===== src/design/tss_pkg.sv =====
// Shared types, codes and a helper function for the touch slot tracker.
package tss_pkg;

    localparam int unsigned CoordW  = 12;
    localparam int unsigned CountW  = 4;
    localparam int unsigned NumSlots = 2;
    localparam int unsigned DiffW   = CoordW + 2;

    typedef enum logic [1:0] {
        ST_RELEASED = 2'd0,
        ST_NEW      = 2'd1,
        ST_CONT     = 2'd2
    } slot_status_t;

    typedef enum logic [2:0] {
        SWIPE_NONE  = 3'd0,
        SWIPE_LEFT  = 3'd1,
        SWIPE_RIGHT = 3'd2,
        SWIPE_UP    = 3'd3,
        SWIPE_DOWN  = 3'd4
    } swipe_t;

    typedef enum logic {
        CFG_ENABLE    = 1'b0,
        CFG_THRESHOLD = 1'b1
    } cfg_index_t;

    localparam logic [CoordW-1:0] ThresholdReset = CoordW'(100);

    typedef struct packed {
        logic [CountW-1:0] contact_count;
        logic              first_slot;
        logic [CoordW-1:0] first_x;
        logic [CoordW-1:0] first_y;
        logic              second_slot;
        logic [CoordW-1:0] second_x;
        logic [CoordW-1:0] second_y;
    } scan_word_t;

    typedef struct packed {
        logic              touching;
        logic [CoordW-1:0] primary_x;
        logic [CoordW-1:0] primary_y;
        logic [2:0]        swipe;
        logic [1:0]        slot0_status;
        logic [1:0]        slot1_status;
        logic [CoordW-1:0] slot1_x;
        logic [CoordW-1:0] slot1_y;
    } result_word_t;

    typedef struct packed {
        slot_status_t [NumSlots-1:0]             status;
        logic [NumSlots-1:0][CoordW-1:0]         x;
        logic [NumSlots-1:0][CoordW-1:0]         y;
        logic [CoordW-1:0]                       start_x;
        logic [CoordW-1:0]                       start_y;
        logic                                    pressing;
    } track_state_t;

    function automatic slot_status_t advance_status(input slot_status_t s);
        advance_status = (s == ST_RELEASED) ? ST_NEW : ST_CONT;
    endfunction

endpackage


===== src/design/touch_slot_tracker_swipe_detect.sv =====
// Top level of the touch slot tracker: word registers, state and configuration.
// Each scan word is captured in an input register, processed by the slot and
// swipe logic while held there, and its result word is registered in an output
// register when the word advances. One word is accepted every cycle as
// long as the result side keeps taking words; the slot state is updated once
// per processed word, so consecutive scans run back to back. While enable is
// clear, accepted scans are consumed without changing state or producing a
// result. Configuration is written through cfg_we, cfg_index and cfg_data
// (index 0 enable, index 1 swipe threshold) and should only change while no
// scan is in flight.
module touch_slot_tracker_swipe_detect (
    input  logic                           clk,
    input  logic                           rst_n,
    input  logic                           cfg_we,
    input  logic                           cfg_index,
    input  logic [tss_pkg::CoordW-1:0]     cfg_data,
    input  logic                           in_valid,
    output logic                           in_ready,
    input  tss_pkg::scan_word_t            in_data,
    output logic                           out_valid,
    input  logic                           out_ready,
    output tss_pkg::result_word_t          out_data
);

    logic                          enable_reg;
    logic [tss_pkg::CoordW-1:0]    threshold_reg;
    logic                          in_valid_reg;
    tss_pkg::scan_word_t           in_word_reg;
    logic                          out_valid_reg;
    tss_pkg::result_word_t         out_word_reg;
    tss_pkg::track_state_t         state_reg;
    tss_pkg::track_state_t         state_next;
    tss_pkg::result_word_t         result_next;
    logic                          advance;

    assign advance   = in_valid_reg && (!out_valid_reg || out_ready);
    assign in_ready  = !in_valid_reg || advance;
    assign out_valid = out_valid_reg;
    assign out_data  = out_word_reg;

    tss_scan_logic u_scan (
        .cur       (state_reg),
        .scan      (in_word_reg),
        .threshold (threshold_reg),
        .nxt       (state_next),
        .result    (result_next)
    );

    always_ff @(posedge clk or negedge rst_n)
    begin
        if (!rst_n)
        begin
            enable_reg    <= 1'b0;
            threshold_reg <= tss_pkg::ThresholdReset;
        end
        else if (cfg_we)
        begin
            unique case (tss_pkg::cfg_index_t'(cfg_index))
                tss_pkg::CFG_ENABLE:    enable_reg    <= cfg_data[0];
                tss_pkg::CFG_THRESHOLD: threshold_reg <= cfg_data;
                default:                enable_reg    <= enable_reg;
            endcase
        end
    end

    always_ff @(posedge clk or negedge rst_n)
    begin
        if (!rst_n)
        begin
            in_valid_reg <= 1'b0;
        end
        else if (in_ready)
        begin
            in_valid_reg <= in_valid;
        end
    end

    always_ff @(posedge clk)
    begin
        if (in_ready && in_valid)
        begin
            in_word_reg <= in_data;
        end
    end

    always_ff @(posedge clk or negedge rst_n)
    begin
        if (!rst_n)
        begin
            out_valid_reg <= 1'b0;
            state_reg     <= '0;
        end
        else if (advance)
        begin
            out_valid_reg <= enable_reg;
            if (enable_reg)
            begin
                state_reg <= state_next;
            end
        end
        else if (out_ready)
        begin
            out_valid_reg <= 1'b0;
        end
    end

    always_ff @(posedge clk)
    begin
        if (advance && enable_reg)
        begin
            out_word_reg <= result_next;
        end
    end

    // A held scan word must not be dropped while the result side stalls.
    a_in_hold: assert property (@(posedge clk) disable iff (!rst_n)
        in_valid_reg && !advance |=> in_valid_reg)
        else $error("scan word lost while stalled");

    // Disabled scans never produce a result word.
    a_no_result_disabled: assert property (@(posedge clk) disable iff (!rst_n)
        advance && !enable_reg |=> !out_valid_reg)
        else $error("result produced while disabled");

    a_release_when_idle: assert property (@(posedge clk) disable iff (!rst_n)
        out_valid_reg && !out_word_reg.touching |->
            out_word_reg.slot0_status == tss_pkg::ST_RELEASED &&
            out_word_reg.slot1_status == tss_pkg::ST_RELEASED &&
            out_word_reg.swipe == tss_pkg::SWIPE_NONE)
        else $error("slots not released without contacts");

    // Slot 1 never holds a lone contact after the move into slot 0.
    a_single_contact_slot1: assert property (@(posedge clk) disable iff (!rst_n)
        advance && enable_reg && in_word_reg.contact_count == tss_pkg::CountW'(1)
            |=> out_word_reg.slot1_status == tss_pkg::ST_RELEASED)
        else $error("slot 1 not released for a single contact");

endmodule


===== src/design/tss_scan_logic.sv =====
// Combinational update of the slot state and result word for one scan.
module tss_scan_logic (
    input  tss_pkg::track_state_t                cur,
    input  tss_pkg::scan_word_t                  scan,
    input  logic [tss_pkg::CoordW-1:0]           threshold,
    output tss_pkg::track_state_t                nxt,
    output tss_pkg::result_word_t                result
);

    tss_pkg::track_state_t                 wr_a;
    tss_pkg::track_state_t                 wr_b;
    logic [tss_pkg::CoordW-1:0]            px;
    logic [tss_pkg::CoordW-1:0]            py;
    logic [tss_pkg::CoordW-1:0]            sx;
    logic [tss_pkg::CoordW-1:0]            sy;
    logic signed [tss_pkg::DiffW-1:0]      dx;
    logic signed [tss_pkg::DiffW-1:0]      dy;
    logic signed [tss_pkg::DiffW-1:0]      thr_pos;
    logic signed [tss_pkg::DiffW-1:0]      thr_neg;
    tss_pkg::swipe_t                       swipe;
    logic                                  touch;

    // Two contacts are applied in order, so a shared slot advances twice.
    always_comb
    begin
        wr_a = cur;
        wr_a.status[scan.first_slot] = tss_pkg::advance_status(cur.status[scan.first_slot]);
        wr_a.x[scan.first_slot] = scan.first_x;
        wr_a.y[scan.first_slot] = scan.first_y;
        wr_b = wr_a;
        wr_b.status[scan.second_slot] =
            tss_pkg::advance_status(wr_a.status[scan.second_slot]);
        wr_b.x[scan.second_slot] = scan.second_x;
        wr_b.y[scan.second_slot] = scan.second_y;
    end

    always_comb
    begin
        nxt = cur;
        touch = (scan.contact_count != '0);
        if (!touch)
        begin
            nxt.status[0] = tss_pkg::ST_RELEASED;
            nxt.status[1] = tss_pkg::ST_RELEASED;
        end
        else if (scan.contact_count == tss_pkg::CountW'(1))
        begin
            if (!scan.first_slot)
            begin
                nxt = wr_a;
                nxt.status[1] = tss_pkg::ST_RELEASED;
            end
            else
            begin
                // A lone contact in slot 1 is moved into slot 0.
                nxt = wr_a;
                nxt.status[0] = wr_a.status[1];
                nxt.x[0] = wr_a.x[1];
                nxt.y[0] = wr_a.y[1];
                nxt.status[1] = tss_pkg::ST_RELEASED;
            end
        end
        else
        begin
            nxt = wr_b;
        end

        px = nxt.x[0];
        py = nxt.y[0];
        sx = cur.pressing ? cur.start_x : px;
        sy = cur.pressing ? cur.start_y : py;
        nxt.pressing = touch;
        if (touch)
        begin
            nxt.start_x = sx;
            nxt.start_y = sy;
        end

        dx = $signed({2'b00, sx}) - $signed({2'b00, px});
        dy = $signed({2'b00, sy}) - $signed({2'b00, py});
        thr_pos = $signed({2'b00, threshold});
        thr_neg = -thr_pos;

        priority if (!touch)
            swipe = tss_pkg::SWIPE_NONE;
        else if (dx > thr_pos)
            swipe = tss_pkg::SWIPE_LEFT;
        else if (dx < thr_neg)
            swipe = tss_pkg::SWIPE_RIGHT;
        else if (dy > thr_pos)
            swipe = tss_pkg::SWIPE_UP;
        else if (dy < thr_neg)
            swipe = tss_pkg::SWIPE_DOWN;
        else
            swipe = tss_pkg::SWIPE_NONE;

        result.touching     = touch;
        result.primary_x    = touch ? px : '0;
        result.primary_y    = touch ? py : '0;
        result.swipe        = swipe;
        result.slot0_status = nxt.status[0];
        result.slot1_status = nxt.status[1];
        result.slot1_x      = nxt.x[1];
        result.slot1_y      = nxt.y[1];
    end

endmodule

===== config.mk =====
export PLATFORM = sky130hd
export DESIGN_NAME = touch_slot_tracker_swipe_detect
export DESIGN_NICKNAME = d
export VERILOG_FILES = /design/src/design/tss_pkg.sv /design/src/design/touch_slot_tracker_swipe_detect.sv /design/src/design/tss_scan_logic.sv
export SDC_FILE = /design/constraint.sdc
export NUM_CORES = 1
export LEC_CHECK = 0
export ABC_AREA = 1
export BUFFER_PORTS_ARGS = -buffer_cell sky130_fd_sc_hd__buf_2
export CAP_MARGIN = 20
export CORE_UTILIZATION = 64
export DETAILED_ROUTE_END_ITERATION = 10
export PLACE_DENSITY = 0.95
export SYNTH_ARGS = -nofsm -noshare
export SYNTH_HDL_FRONTEND = slang
export SYNTH_SLANG_ARGS = --single-unit
export TNS_END_PERCENT = 10

===== constraint.sdc =====
create_clock -name clk -period 12.05 [get_ports clk]
set_input_delay 2.41 -clock clk [delete_from_list [all_inputs] [get_ports clk]]
set_output_delay 2.41 -clock clk [all_outputs]
set_load 0.03 [all_outputs]

## Word-level counts from Yosys, hierarchy flattened

Cells that the tools add are included.

| cells by class | value |
|---|---|
| add/sub/neg operators | 3 |
| order comparisons | 8 |
| eq/ne operators | 1 |
| muxes and demuxes | 33 |
| bitwise gates (word level) | 2 |
| reduce and logical (&&, ||, !) cells | 19 |

Operator list:

| cell | number |
|---|---|
| $bwmux 24 | 4 |
| $mux 77 | 1 |
| $mux 75 | 1 |
| $mux 73 | 1 |
| $mux 12 | 4 |
| $gt 14x13->1 | 2 |
| $lt 14x14->1 | 2 |
| $sub 12x12->13 | 2 |
| $demux 12 s1 | 2 |
| $mux 24 | 1 |
| $mux 2 | 10 |
| $neg 12->14 | 1 |
| $bwmux 4 | 2 |
| $reduce_and 2->1 | 3 |
| $logic_and 1x1->1 | 5 |
| $demux 2 s1 | 2 |
| $eq 4x1->1 const B | 1 |
| $logic_not 2->1 | 2 |
| $lt 1x2->1 const B | 2 |
| $mux 4 | 1 |
| $reduce_bool 4->1 | 1 |
| $reduce_or 4->1 | 1 |
| $mux 1 | 3 |
| $mux 3 | 1 |
| 7 further kinds | 11 |

| word-level totals | value |
|---|---|
| bits in registers | 202 |
| input bits | 72 |
| output and inout bits | 58 |
| word-level logic and storage cells | 96 |

## Depth between registers and ports, before layout

Gate-level depths: netlist of run 1.

| logic depth | value |
|---|---|
| depth after elaboration | 19 |
| gate-level depth with buffers | 31 |
| depth with buffers taken out | 31 |

## Hierarchy

Synthesis of run 1 repeated with hierarchy kept, for this count alone.

| second synthesis, totals | value |
|---|---|
| cells, all modules | 1,409 |
| area, all modules | 12,423.2 um2 |

Modules (own cells, without submodules):

| module | instances | cells each | area an instance (um2) | seq. area each (um2) |
|---|---|---|---|---|
| touch_slot_tracker_swipe_detect | 1 | 515 | 6,972.9 | 5,609.1 |
| tss_scan_logic | 1 | 894 | 5,450.2 | 0.0 |

## Worst setup path after synthesis of run 1

OpenSTA, ideal clock, no wires.

| timing path | value |
|---|---|
| path kind | input port to output port |
| start point | input port out_ready |
| end point | output port in_ready |
| arrival time | 2.742 ns |
| required time | 9.640 ns |
| path slack | 6.898 ns |
| stages on the path | 2 |
| buffers on the path | 0 |
| cells stage by stage | nor2_1 > nand2_1 |

| between the ends | value |
|---|---|
| cells in the longest elaborated chain, start to end | 3 |

RTL lines:

| what | line | text |
|---|---|---|
| start: declaration | touch_slot_tracker_swipe_detect.sv:21 | `input logic out_ready,` |
| $logic_or 1x1->1 | touch_slot_tracker_swipe_detect.sv:36 | `assign advance = in_valid_reg && (!out_valid_reg \|\| out_ready);` |
| $logic_and 1x1->1 | touch_slot_tracker_swipe_detect.sv:36 |  |
| $logic_or 1x1->1 | touch_slot_tracker_swipe_detect.sv:37 | `assign in_ready = !in_valid_reg \|\| advance;` |
| end: declaration | touch_slot_tracker_swipe_detect.sv:18 | `output logic in_ready,` |

Every way passes these cells.

## Worst setup path after layout of run 1

| timing path | value |
|---|---|
| start point | register in_word_reg[49] in the netlist's numbering |
| end point | register out_word_reg, in the netlist out_data[28], data pin |

| between the ends | value |
|---|---|
| cells in the longest elaborated chain, start to end | 14 |
| elaborated cells on any way between the ends | 22 |
| classes of those cells | add/sub: 2; order compare: 5; mux: 14; reduce/logical: 1 |

RTL lines:

| what | line | text |
|---|---|---|
| start: declaration | touch_slot_tracker_swipe_detect.sv:28 | `tss_pkg::scan_word_t in_word_reg;` |
| start signal: assignment | touch_slot_tracker_swipe_detect.sv:82 | `in_word_reg <= in_data;` |
| $lt 1x2->1 (implied by the code) or $ge 1x1->1 (tied branches) | tss_scan_logic.sv:28, tss_scan_logic.sv:29 |  |
| $logic_and 1x1->1 (implied by the code) | tss_scan_logic.sv:28, tss_scan_logic.sv:29 |  |
| $mux 12 (implied by the code) | tss_scan_logic.sv:28, tss_scan_logic.sv:29 |  |
| $demux 12 s1 | - |  |
| $bwmux 24 | tss_scan_logic.sv:29 | `wr_a.y[scan.first_slot] = scan.first_y;` |
| $bwmux 24 or $mux 75 (tied branches) | tss_scan_logic.sv:34, tss_scan_logic.sv:48 |  |
| $mux 77 * | tss_scan_logic.sv:46 | `else if (scan.contact_count == tss_pkg::CountW'(1))` |
| $mux 73 * | tss_scan_logic.sv:41 | `if (!touch)` |
| $mux 12 | tss_scan_logic.sv:71 | `sy = cur.pressing ? cur.start_y : py;` |
| $sub 12x12->13 | tss_scan_logic.sv:80 | `dy = $signed({2'b00, sy}) - $signed({2'b00, py});` |
| $gt 14x13->1 | tss_scan_logic.sv:90 | `else if (dy > thr_pos)` |
| $mux 2 | tss_scan_logic.sv:90 |  |
| $mux 2 | tss_scan_logic.sv:88 | `else if (dx < thr_neg)` |
| $mux 1 * | tss_scan_logic.sv:86 | `else if (dx > thr_pos)` |
| end signal: assignment | touch_slot_tracker_swipe_detect.sv:111 | `out_word_reg <= result_next;` |
| end: declaration | touch_slot_tracker_swipe_detect.sv:30 | `tss_pkg::result_word_t out_word_reg;` |

Mark *: on every way between the ends. The rest lies on a longest branch, timed or not. The select of a mux whose other input is x is not followed.
A chain may end at the register's enable or synchronous reset.

==> impl_metrics.ini, run 1 <==
[run_status]
status = finished clean

[sta]
worstMarginPinSlew_ns = 0.9403
post-route-min-period_ns = 5.756
fmax_mhz = 173.7
fin_setup_tns_ns = 0
fin_skew_ns = 0.02260
hold_viol_final = 0
setup_slack_ns = 6.294
slew_headroom = 0.3731
timing.final.crit_share = 0.4777
final_max_slew_viol_count = 0
rsz0062_at_grt = no
finalSetupViolCount = 0

[placed_design]
postPlaceCellArea_um2 = 12150
pre_cts_slack_ns = 6.579
dpl.hpwl_mm = 19.50
port_buffers = 129
gp_congestion = 0.9166

[critical_path]
worstSetupEndpointType = flip-flop
worstReg2RegEnd = out_data[28]
crit_arrival_ns = 5.99
critPathLaunchType = flip-flop
r2r-start = in_word_reg[49]
critical_path_required_ns = 12.28
rrSetupSlack_ns = 6.29
cpMaxStageDelayCell = buf_4
r2r_cells = 28
crit_top_cell = a21oi_1
crit_type = reg -> reg
cpPeakStageDelay_ns = 0.48
crit_fanout = 43

[cts]
cts_tree = done
cts_buffer_depth = 3
ctsHoldBuffers = 0
insertion_delay_ns = 0.53
cts_max_level = 1
cts_root_buf = clkbuf_16
path_clk_slew_ns = 0.06
ctsResizeCount = 0
post_cts_buffers = 0
clkSinkCount = 202
cts_buffers = 22

[logic_synthesis]
ys_warn_count = 0
synth_nets = 1416
synth.avg_cell_area_um2 = 9.026
syn-instance-count = 1266
yosysUniqueCellTypes = 41
synth.ff_latch_count = 202
syn-cell-area_um2 = 11430
synth-seq-area-share = 0.4909

[job]
maxCapViolCount = 0

[global_routing]
grt_max_degree = 71
grt_overflow = 0
met2_usage = 0.5675
grt_pass1_vias = 9732
antenna_found_initial = 0
grt.busiest_layer = met2
grt_use_total = 0.3288
gr-usage-met3 = 0.04340
grt_pass1_wl_mm = 46.93
met1_usage = 0.4023

[layout]
antenna_cells = 0
multi_input_area_um2 = 4937
final_area_um2 = 12920
drive_gt1_frac = 0.1723
areaGrowthSynthToFinish_pct = 13.05
ff_latch_area_um2 = 5609
largest_reg_flops = 77
fillCellCount = 1116
nets = 1527

[routing]
via_count = 9877
drc = 0
wl_per_cell_um = 18.12
drt-pass1-iter-count = 5
first_iter_violations = 961
ant_nets = 0
drt_wl_total_mm = 29.32
via_per_inst = 6.104

[die]
row_count = 48
initial_core_util = 0.6584
num_io_pins = 130
fp.dieW_um = 135.6
design.die.area_um2 = 18390
core_area_um2 = 17360
die_height_um = 135.6

[hold_path]
hold_class = reg -> reg
holdPathEnd = state_reg[24]
min_from = state_reg[24]
hold_depth = 2

[power_and_ir_drop]
pwr_density_cell_nw_per_um2 = 260.5
ir_drop_mv = 0.1805
total_leakage_power_nw = 5.992
area by class of cell:
type                    count  share of cell area
well taps                 225             0.02179
flip-flops and latches    202              0.4342
clock inverters            12             0.01453
multi-input cells         853              0.3822
inverters                 159             0.04620
repair buffers            139             0.05598
clock buffers              28             0.04513
cells in the final DEF, fill, tap and decap left out, drive strengths merged, types with 2 or more instances in the layout:
cell type  count
nand2        290
o21ai        199
inv          159
buf          139
edfxtp       110
dfrtp         89
a21oi         85
ha            76
nor2          50
o211ai        49
nand3         30
clkbuf        28
xor2          18
nor3           9
xnor2          9
clkinv         8
nand4          6
or2            5
o22ai          5
a31oi          4
a21boi         4
bufinv         4
o31ai          3
dfstp          3
a21o           2
nor4           2
a211oi         2
fa             2
kinds of logic (layout without fill, tap and decap cells):
logic type | after synthesis | in the layout | synth area share
compound gates | 356 | 356 | 0.1824
xor+xnor | 27 | 27 | 0.02069
fa+ha+maj | 78 | 78 | 0.08672
buf+inv | 211 | 338 | 0.07774
flops | 202 | 202 | 0.4909
simple gates | 392 | 392 | 0.1416
metrics by stage:
| stage | instances | hold WS [ns] | util | total power [mW] |
|---|---|---|---|---|
| floorplan | 1266 | 0.4417 | - | 2.206 |
| global placement | 1578 | 0.4536 | 0.6999 | 2.512 |
| detailed placement | 1578 | 0.4667 | 0.6999 | 2.597 |
| CTS | 1618 | 0.4796 | 0.7443 | 3.338 |
| global route | 1618 | 0.5001 | 0.7443 | 3.608 |
| finish | 1618 | 0.4777 | 0.7443 | 3.366 |
power breakdown:
part | internal [mW] | switching, mW | total, mW | leakage (nW)
clock network | 0.432 | 0.288 | 0.720 | 0.377
logic | 0.583 | 1.04 | 1.62 | 3.44
registers | 0.920 | 0.103 | 1.02 | 2.18
total | 1.94 | 1.43 | 3.37 | 5.99
cells in the mapped netlist, drive strengths merged:
| cell type | count | area share |
|---|---|---|
| or2 | 5 | 0.0027 |
| dfrtp | 89 | 0.19 |
| fa | 2 | 0.0035 |
| o21ai | 199 | 0.095 |
| a31oi | 4 | 0.0022 |
| nor3 | 9 | 0.0039 |
| clkbuf | 21 | 0.0069 |
| o31ai | 3 | 0.0020 |
| a21oi | 85 | 0.039 |
| edfxtp | 110 | 0.29 |
| a31o | 1 | 0.00077 |
| nor2 | 50 | 0.018 |
| o21a | 1 | 0.00066 |
| inv | 159 | 0.052 |
| o221ai | 1 | 0.00077 |
| buf | 31 | 0.019 |
| o22ai | 5 | 0.0027 |
| nand2 | 290 | 0.098 |
| nor4 | 2 | 0.0011 |
| nand4 | 6 | 0.0033 |
| dfstp | 3 | 0.0069 |
| xnor2 | 9 | 0.0069 |
| ha | 76 | 0.083 |
| a211oi | 2 | 0.0013 |
| xor2 | 18 | 0.014 |
| o211ai | 49 | 0.035 |
| nand3 | 30 | 0.014 |
| a21o | 2 | 0.0013 |
| a21boi | 4 | 0.0026 |
worst max-delay path: cells and delay by family, from the launching register on:
| family | cells | cell delay, ns |
|---|---|---|
| xor gates and xnor gates | 1 | 0.27 |
| AOI/OAI and AO/OA | 13 | 2.35 |
| and+or+nand+nor | 7 | 0.60 |
| adders and majority gates | 2 | 0.60 |
| buffers and inverters | 5 | 1.25 |
| DFF | 1 | 0.39 |
per-layer routing:
metal | part of all wire | wire length (um)
met4 | 0.049 | 1428
met1 | 0.37 | 10940
met3 | 0.084 | 2470
met5 | 0 | 0
met2 | 0.49 | 14480
worst max path at each step:
stage	endpoint	depth (start not counted)	start	slack [ns]
5_1_grt	out_data[28]	29	in_word_reg[49]	5.87
3_3_place_gp	in_ready	4	out_ready	6.74
6_report	out_data[28]	28	in_word_reg[49]	6.29
3_5_place_dp	out_data[28]	28	in_word_reg[49]	6.58
2_1_floorplan	in_ready	2	out_ready	6.90
4_1_cts	out_data[28]	28	in_word_reg[49]	6.50
Power figures use the tool's default switching activity.
==> inputs of run 2 (changes only) <==
--- a/config.mk
+++ b/config.mk
@@ -5,12 +5,12 @@
 export SDC_FILE = /design/constraint.sdc
 export NUM_CORES = 1
 export LEC_CHECK = 0
-export ABC_AREA = 1
+export ABC_AREA = 0
 export BUFFER_PORTS_ARGS = -buffer_cell sky130_fd_sc_hd__buf_2
 export CAP_MARGIN = 20
-export CORE_UTILIZATION = 64
+export CORE_UTILIZATION = 59
 export DETAILED_ROUTE_END_ITERATION = 10
-export PLACE_DENSITY = 0.95
+export PLACE_DENSITY = 0.9
 export SYNTH_ARGS = -nofsm -noshare
 export SYNTH_HDL_FRONTEND = slang
 export SYNTH_SLANG_ARGS = --single-unit
==> constraint.sdc (replaced) <==
create_clock -name clk -period 5.7 [get_ports clk]
set_input_delay 1.14 -clock clk [delete_from_list [all_inputs] [get_ports clk]]
set_output_delay 1.14 -clock clk [all_outputs]
set_load 0.03 [all_outputs]
==> run 2 against run 1 <==
Against the previous run:
- die area is 2.3% higher
- non-clock buffer count grew 20
- fmax grew 8.2%
- sequential cell count did not move
- first-iteration DRC count decreased by 2.3%
- count of clock-buffer cells in the layout unchanged
- critical path type unchanged
- global-route usage down 4.8 points
- core utilization shrank 4.7 points
- synthesized cell count down 18%
- via count fell by 11%
- critical path depth fell by 8
- sequential share of layout area rose by 1.4 points
==> impl_metrics.ini, run 2 <==
[run_status]
status = finished clean

[sta]
fin_setup_tns_ns = 0
fin_skew_ns = 0.01776
slew_headroom = 0.2787
finalSetupViolCount = 0
hold_viol_final = 0
post-route-min-period_ns = 5.320
worstMarginPinSlew_ns = 1.079
final_max_slew_viol_count = 0
timing.final.crit_share = 0.9333
fmax_mhz = 188.0

[cts]
cts_max_level = 1
clkSinkCount = 202
insertion_delay_ns = 0.52
cts_tree = done
cts_buffer_depth = 3
cts_buffers = 22
path_clk_slew_ns = 0.06
cts_root_buf = clkbuf_16
ctsHoldBuffers = 0

[global_routing]
grt_pass1_wl_mm = 40.71
grt_pass1_vias = 8165
grt_use_total = 0.2804
antenna_found_initial = 0
grt_max_degree = 66
grt_overflow = 0

[logic_synthesis]
synthTopCellsByArea = edfxtp_1 (31%), dfrtp_1 (21%), ha_1 (8.8%)
synth-seq-area-share = 0.5201
synth_nets = 1192
synth_edf_count = 110
ys.flop_type = edfxtp_1
yosysTopAreaCell = edfxtp_1
yosysUniqueCellTypes = 64
syn-cell-area_um2 = 10780
synth_top_area_frac = 0.3063
synth_common_cells = nor2_1 (126), a21oi_1 (125), edfxtp_1 (110), nand2_1 (92), dfrtp_1 (89)
async_flop_share = 0.4554
ys_warn_count = 0
synth_most_common_cell = nor2_1
synth.ff_latch_count = 202
syn-instance-count = 1042
synth.avg_cell_area_um2 = 10.35

[routing]
met3_length_mm = 1.978
wl_met1_mm = 10.73
via_count = 8752
top_layer = met4
ant_nets = 0
wl_met2_mm = 12.98
via_per_inst = 6.159
wl_per_cell_um = 18.64
first_iter_violations = 939
drt-pass1-iter-count = 6
drc = 0
drt_wl_total_mm = 26.48

[critical_path]
cpMaxStageDelayCell = edfxtp_1
cpPeakStageDelay_ns = 0.59
crit_fanout = 10
crit_arrival_ns = 5.65
crit_family = compound AO/OA/AOI/OAI gates
worstSetupEndpointType = flip-flop
cp_num_buf_inv = 1
crit_type = reg -> reg
critical_path_required_ns = 6.03
cp_cell_sequence = mux2i_1 -> a211oi_1 -> a31oi_1 -> nand2_1 -> mux2i_1 -> inv_1 -> ha_1 -> nor2b_1 -> o21ai_1 -> nand2b_1 -> a2111oi_2 -> o31ai_1 -> o41ai_1 -> xnor2_1 -> ha_1 -> a21o_1 -> a2111o_1 -> nor3_1 -> a21oi_1 -> nor4b_2
critPathLaunchType = flip-flop

[power_and_ir_drop]
total_leakage_power_nw = 5.430
pwr_density_cell_nw_per_um2 = 543.4
ir_drop_mv = 0.3355
finalPower_mw = 6.805

[die]
fp.dieW_um = 137.2
initial_core_util = 0.6003
design.die.area_um2 = 18820
row_count = 49
die_height_um = 137.2
core_area_um2 = 17960
num_io_pins = 130

[layout]
drive_gt1_frac = 0.1913
nets = 1326
largest_reg_flops = 77
final_common_cell = buf_2
fillCellCount = 1222
final_cells = 1421
antenna_cells = 0
final_area_um2 = 12520
areaGrowthSynthToFinish_pct = 16.13
finalCoreUtilization = 0.6972
final_cell_mix = buf_2 (128), a21oi_1 (125), nor2_1 (124)

[placed_design]
dpl.hpwl_mm = 18.00
place_inst = 1368
postPlaceCellArea_um2 = 11640
gp_congestion = 0.9351
port_buffers = 129

[hold_path]
hold_class = reg -> reg

[job]
maxCapViolCount = 0
-- run 2: cell types whose count changed in the layout (fill, tap and decap cells not counted), sizes merged, moves of 15 or more --
cell,before,now
inv,159,41
nand3,30,10
o22ai,5,37
a21oi,85,125
o211ai,49,1
buf,139,159
mux2,0,15
xnor2,9,24
nand2,290,94
o21ai,199,56
mux2i,0,24
nor2,50,128
-- run 2: layout make-up --
class	instances	area [um^2]	share of cell area
clock inverter	12	186.4	0.01489
multi-input combinational	750	4821	0.3850
clock buffer	28	593.1	0.04736
tap	229	286.5	0.02288
sequential	202	5609	0.4479
inverter	41	153.9	0.01229
timing repair buffer	159	873.3	0.06974
-- run 2: through the flow --
stage | worst slack (ns) | hold WS, ns
3_3_place_gp | 0.4588 | 0.4633
5_1_grt | -0.004852 | 0.5185
6_report | 0.3804 | 0.5013
2_1_floorplan | 1.213 | 0.4492
4_1_cts | 0.3108 | 0.4942
3_5_place_dp | 0.3555 | 0.4803
-- run 2: where the power goes --
part,internal [mW],switching (mW)
Combinational,1.29,1.85
Clock,0.925,0.593
Sequential,1.92,0.223
Total,4.13,2.67
-- run 2: path summary, 6_finish.rpt --
check	start	cells past startpoint	slack, ns	to
max	in_word_reg[49]	20	0.38	out_data[30]
min	state_reg[1]	2	0.50	state_reg[1]
max reg2reg	in_word_reg[49]	20	0.38	out_data[30]
min reg2reg	state_reg[1]	2	0.50	state_reg[1]
max in group asynchronous	rst_n	2	3.96	state_reg[23]
min in group asynchronous	rst_n	1	0.72	threshold_reg[0]
-- run 2: kinds of logic after synthesis --
family                   count (synthesis)  share of synthesized area
AND/OR/NAND/NOR                        313                     0.1318
adder cells (fa/ha/maj)                 79                    0.09282
XOR/XNOR                                28                    0.02274
flip-flops                             202                     0.5201
AO/OA/AOI/OAI                          291                     0.1605
buffers and inverters                   90                    0.03411
multiplexers                            39                    0.03794
-- run 2: timing repair --
item | in CTS | in global routing
gates resized for setup | 0 | 1
endpoints found under the setup margin | 0 | 3
setup buffers | 0 | 13
-- run 2: tightest hold or removal path, stage by stage, from the launching register on --
cell	delay, ns
dfrtp_1	0.35
nand2_1	0.05
o21ai_0	0.07
-- run 2: layer usage --
layer / vias up / GRT usage
li1: 4042 / -
met1: 4134 / 0.3752
met2: 498 / 0.4680
met3: 78 / 0.04157
met4: 0 / 0.09585
met5: - / 0
==> inputs of run 3 (changes only) <==
--- a/config.mk
+++ b/config.mk
@@ -8,9 +8,11 @@
 export ABC_AREA = 0
 export BUFFER_PORTS_ARGS = -buffer_cell sky130_fd_sc_hd__buf_2
 export CAP_MARGIN = 20
-export CORE_UTILIZATION = 59
+export CELL_PAD_IN_SITES_DETAIL_PLACEMENT = 0
+export CELL_PAD_IN_SITES_GLOBAL_PLACEMENT = 1
+export CORE_UTILIZATION = 46
 export DETAILED_ROUTE_END_ITERATION = 10
-export PLACE_DENSITY = 0.9
+export PLACE_DENSITY = 0.89
 export SYNTH_ARGS = -nofsm -noshare
 export SYNTH_HDL_FRONTEND = slang
 export SYNTH_SLANG_ARGS = --single-unit
==> run 3 against run 2 <==
Against the previous run:
- clock power shrank 3%
- first-iteration DRC count down 48%
- sequential share of layout area is the same
- final area stayed put
- register-to-register slack improved by 0.18 ns
- routed wire length fell by 4.0%
- power down 2.4%
- core utilization fell by 15 points
- fmax is 3.5% higher
- largest cell class unchanged
==> impl_metrics.ini, run 3 (synthesis results as in run 2) <==
[die]
design.die.area_um2 = 24060
row_count = 55
die_height_um = 155.1
initial_core_util = 0.4720
core_area_um2 = 22850
fp.dieW_um = 155.1
num_io_pins = 130

[job]
maxCapViolCount = 0

[critical_path]
crit_fanout = 11
crit_type = reg -> reg
cp_num_buf_inv = 0
worstSetupEndpointType = flip-flop
crit_family = compound AO/OA/AOI/OAI gates
cpPeakStageDelay_ns = 0.42
critPathLaunchType = flip-flop
cpMaxStageDelayCell = edfxtp_1
critical_path_required_ns = 5.96
cp_cell_sequence = nor3_4 -> nand2_2 -> nand2b_1 -> o22ai_1 -> a21oi_1 -> mux2i_1 -> ha_1 -> o21ai_0 -> a21boi_0 -> o21ai_0 -> a21oi_1 -> nor3_1 -> a311o_1 -> ha_1 -> nand4_1 -> or2_2 -> o31ai_1 -> nor3_1 -> a22o_1
crit_arrival_ns = 5.40

[power_and_ir_drop]
pwr-share-comb = 0.457
net-switching-power_mw = 2.560
power_frac_seq = 0.320
p_clk_frac = 0.222
pwr_density_cell_nw_per_um2 = 530.3
p_int_mw = 4.081
total_leakage_power_nw = 5.355
p_sw_frac = 0.3855
ir_drop_mv = 0.2519

[global_routing]
grt_max_degree = 66
antenna_found_initial = 0
grt_pass1_vias = 7902
grt_use_total = 0.2136
grt_pass1_wl_mm = 40.67
grt_overflow = 0

[sta]
timing.final.crit_share = 0.9019
post-route-min-period_ns = 5.141
slew_headroom = 0.2968
fmax_mhz = 194.5
worstMarginPinSlew_ns = 1.052
hold_viol_final = 0
finalSetupViolCount = 0
fin_setup_tns_ns = 0
final_max_slew_viol_count = 0
rsz0062_at_grt = no
fin_skew_ns = 0.01899

[layout]
final_common_cell = buf_2
final_cell_mix = buf_2 (128), a21oi_1 (125), nor2_1 (124)
nets = 1315
largest_reg_flops = 77
antenna_cells = 0
areaGrowthSynthToFinish_pct = 16.13
final_area_um2 = 12520
drive_gt1_frac = 0.1836
final_cells = 1495

[cts]
cts_buffers = 23
path_clk_slew_ns = 0.06
post_cts_buffers = 0
insertion_delay_ns = 0.51
cts_max_level = 1
cts_tree = done
cts_buffer_depth = 3
ctsResizeCount = 0
ctsHoldBuffers = 0
cts_root_buf = clkbuf_16
clkSinkCount = 202

[routing]
drt_wl_total_mm = 25.43
first_iter_violations = 492
drc = 0
drt-pass1-iter-count = 5
via_count = 8204
ant_nets = 0
wl_per_cell_um = 17.01
via_per_inst = 5.488

[placed_design]
port_buffers = 129
place_inst = 1453
dpl.hpwl_mm = 18.23
postPlaceCellArea_um2 = 11760
gp_congestion = 0.8821

[hold_path]
hold_class = reg -> reg

[run_status]
status = finished clean
[run 3: cell count changes in the layout (fill, tap and decap cells not counted), sizes merged]
cell,before,now
buf,159,147
clkinvlp,1,5
bufinv,4,3
clkbuf,28,27
clkinv,7,6
inv,41,42
[run 3: cell type report]
class                      count  area (um^2)
fill                        2025        10320
tap                          313        391.6
sequential                   202         5609
multi-input combinational    750         4818
clock inverter                15        166.4
inverter                      41        153.9
timing repair buffer         147        783.3
clock buffer                  27        600.6
[run 3: path summary, 6_finish.rpt]
path	startpoint	to	slack (ns)	depth (start not counted)
max in group asynchronous	rst_n	state_reg[18]	3.97	2
worst max register to register	in_word_reg[51]	out_data[28]	0.56	19
worst min-delay path	state_reg[58]	state_reg[58]	0.49	2
worst max-delay path	in_word_reg[51]	out_data[28]	0.56	19
worst min register to register	state_reg[58]	state_reg[58]	0.49	2
min in group asynchronous	rst_n	state_reg[9]	0.68	1
[run 3: worst register-to-register path: cells and delay by family (launching register included)]
| family | cells | cell delay, ns |
|---|---|---|
| AND/OR/NAND/NOR | 7 | 1.53 |
| AO/OA/AOI/OAI | 9 | 2.09 |
| multiplexers | 1 | 0.17 |
| adder cells (fa/ha/maj) | 2 | 0.67 |
| flip-flops | 1 | 0.42 |
[run 3: power groups by stage]
stage	sequential [mW]	combinational (mW)	clock, mW
2_1_floorplan	2.20	2.23	0
3_3_place_gp	2.14	2.95	0
3_5_place_dp	2.15	3.02	0
4_1_cts	2.13	3.04	1.50
5_1_grt	2.16	3.49	1.56
6_report	2.13	3.04	1.48
[run 3: routing by layer]
metal,GRT usage,share of wire,vias up
li1,-,-,4035
met1,0.2925,0.45,3893
met2,0.3550,0.48,232
met3,0.02507,0.043,44
met4,0.06789,0.030,0
met5,0,0,-
[run 3: per-stage QoR]
stage / hold slack (ns) / setup WS (ns) / power, mW / utilization
6_report: 0.4929 / 0.5593 / 6.642 / 0.5481
5_1_grt: 0.5218 / 0.04511 / 7.212 / 0.5481
4_1_cts: 0.4906 / 0.6023 / 6.672 / 0.5481
3_5_place_dp: 0.4759 / 0.6388 / 5.164 / 0.5146
3_3_place_gp: 0.4642 / 0.7744 / 5.088 / 0.5146
2_1_floorplan: 0.4492 / 1.213 / 4.434 / -
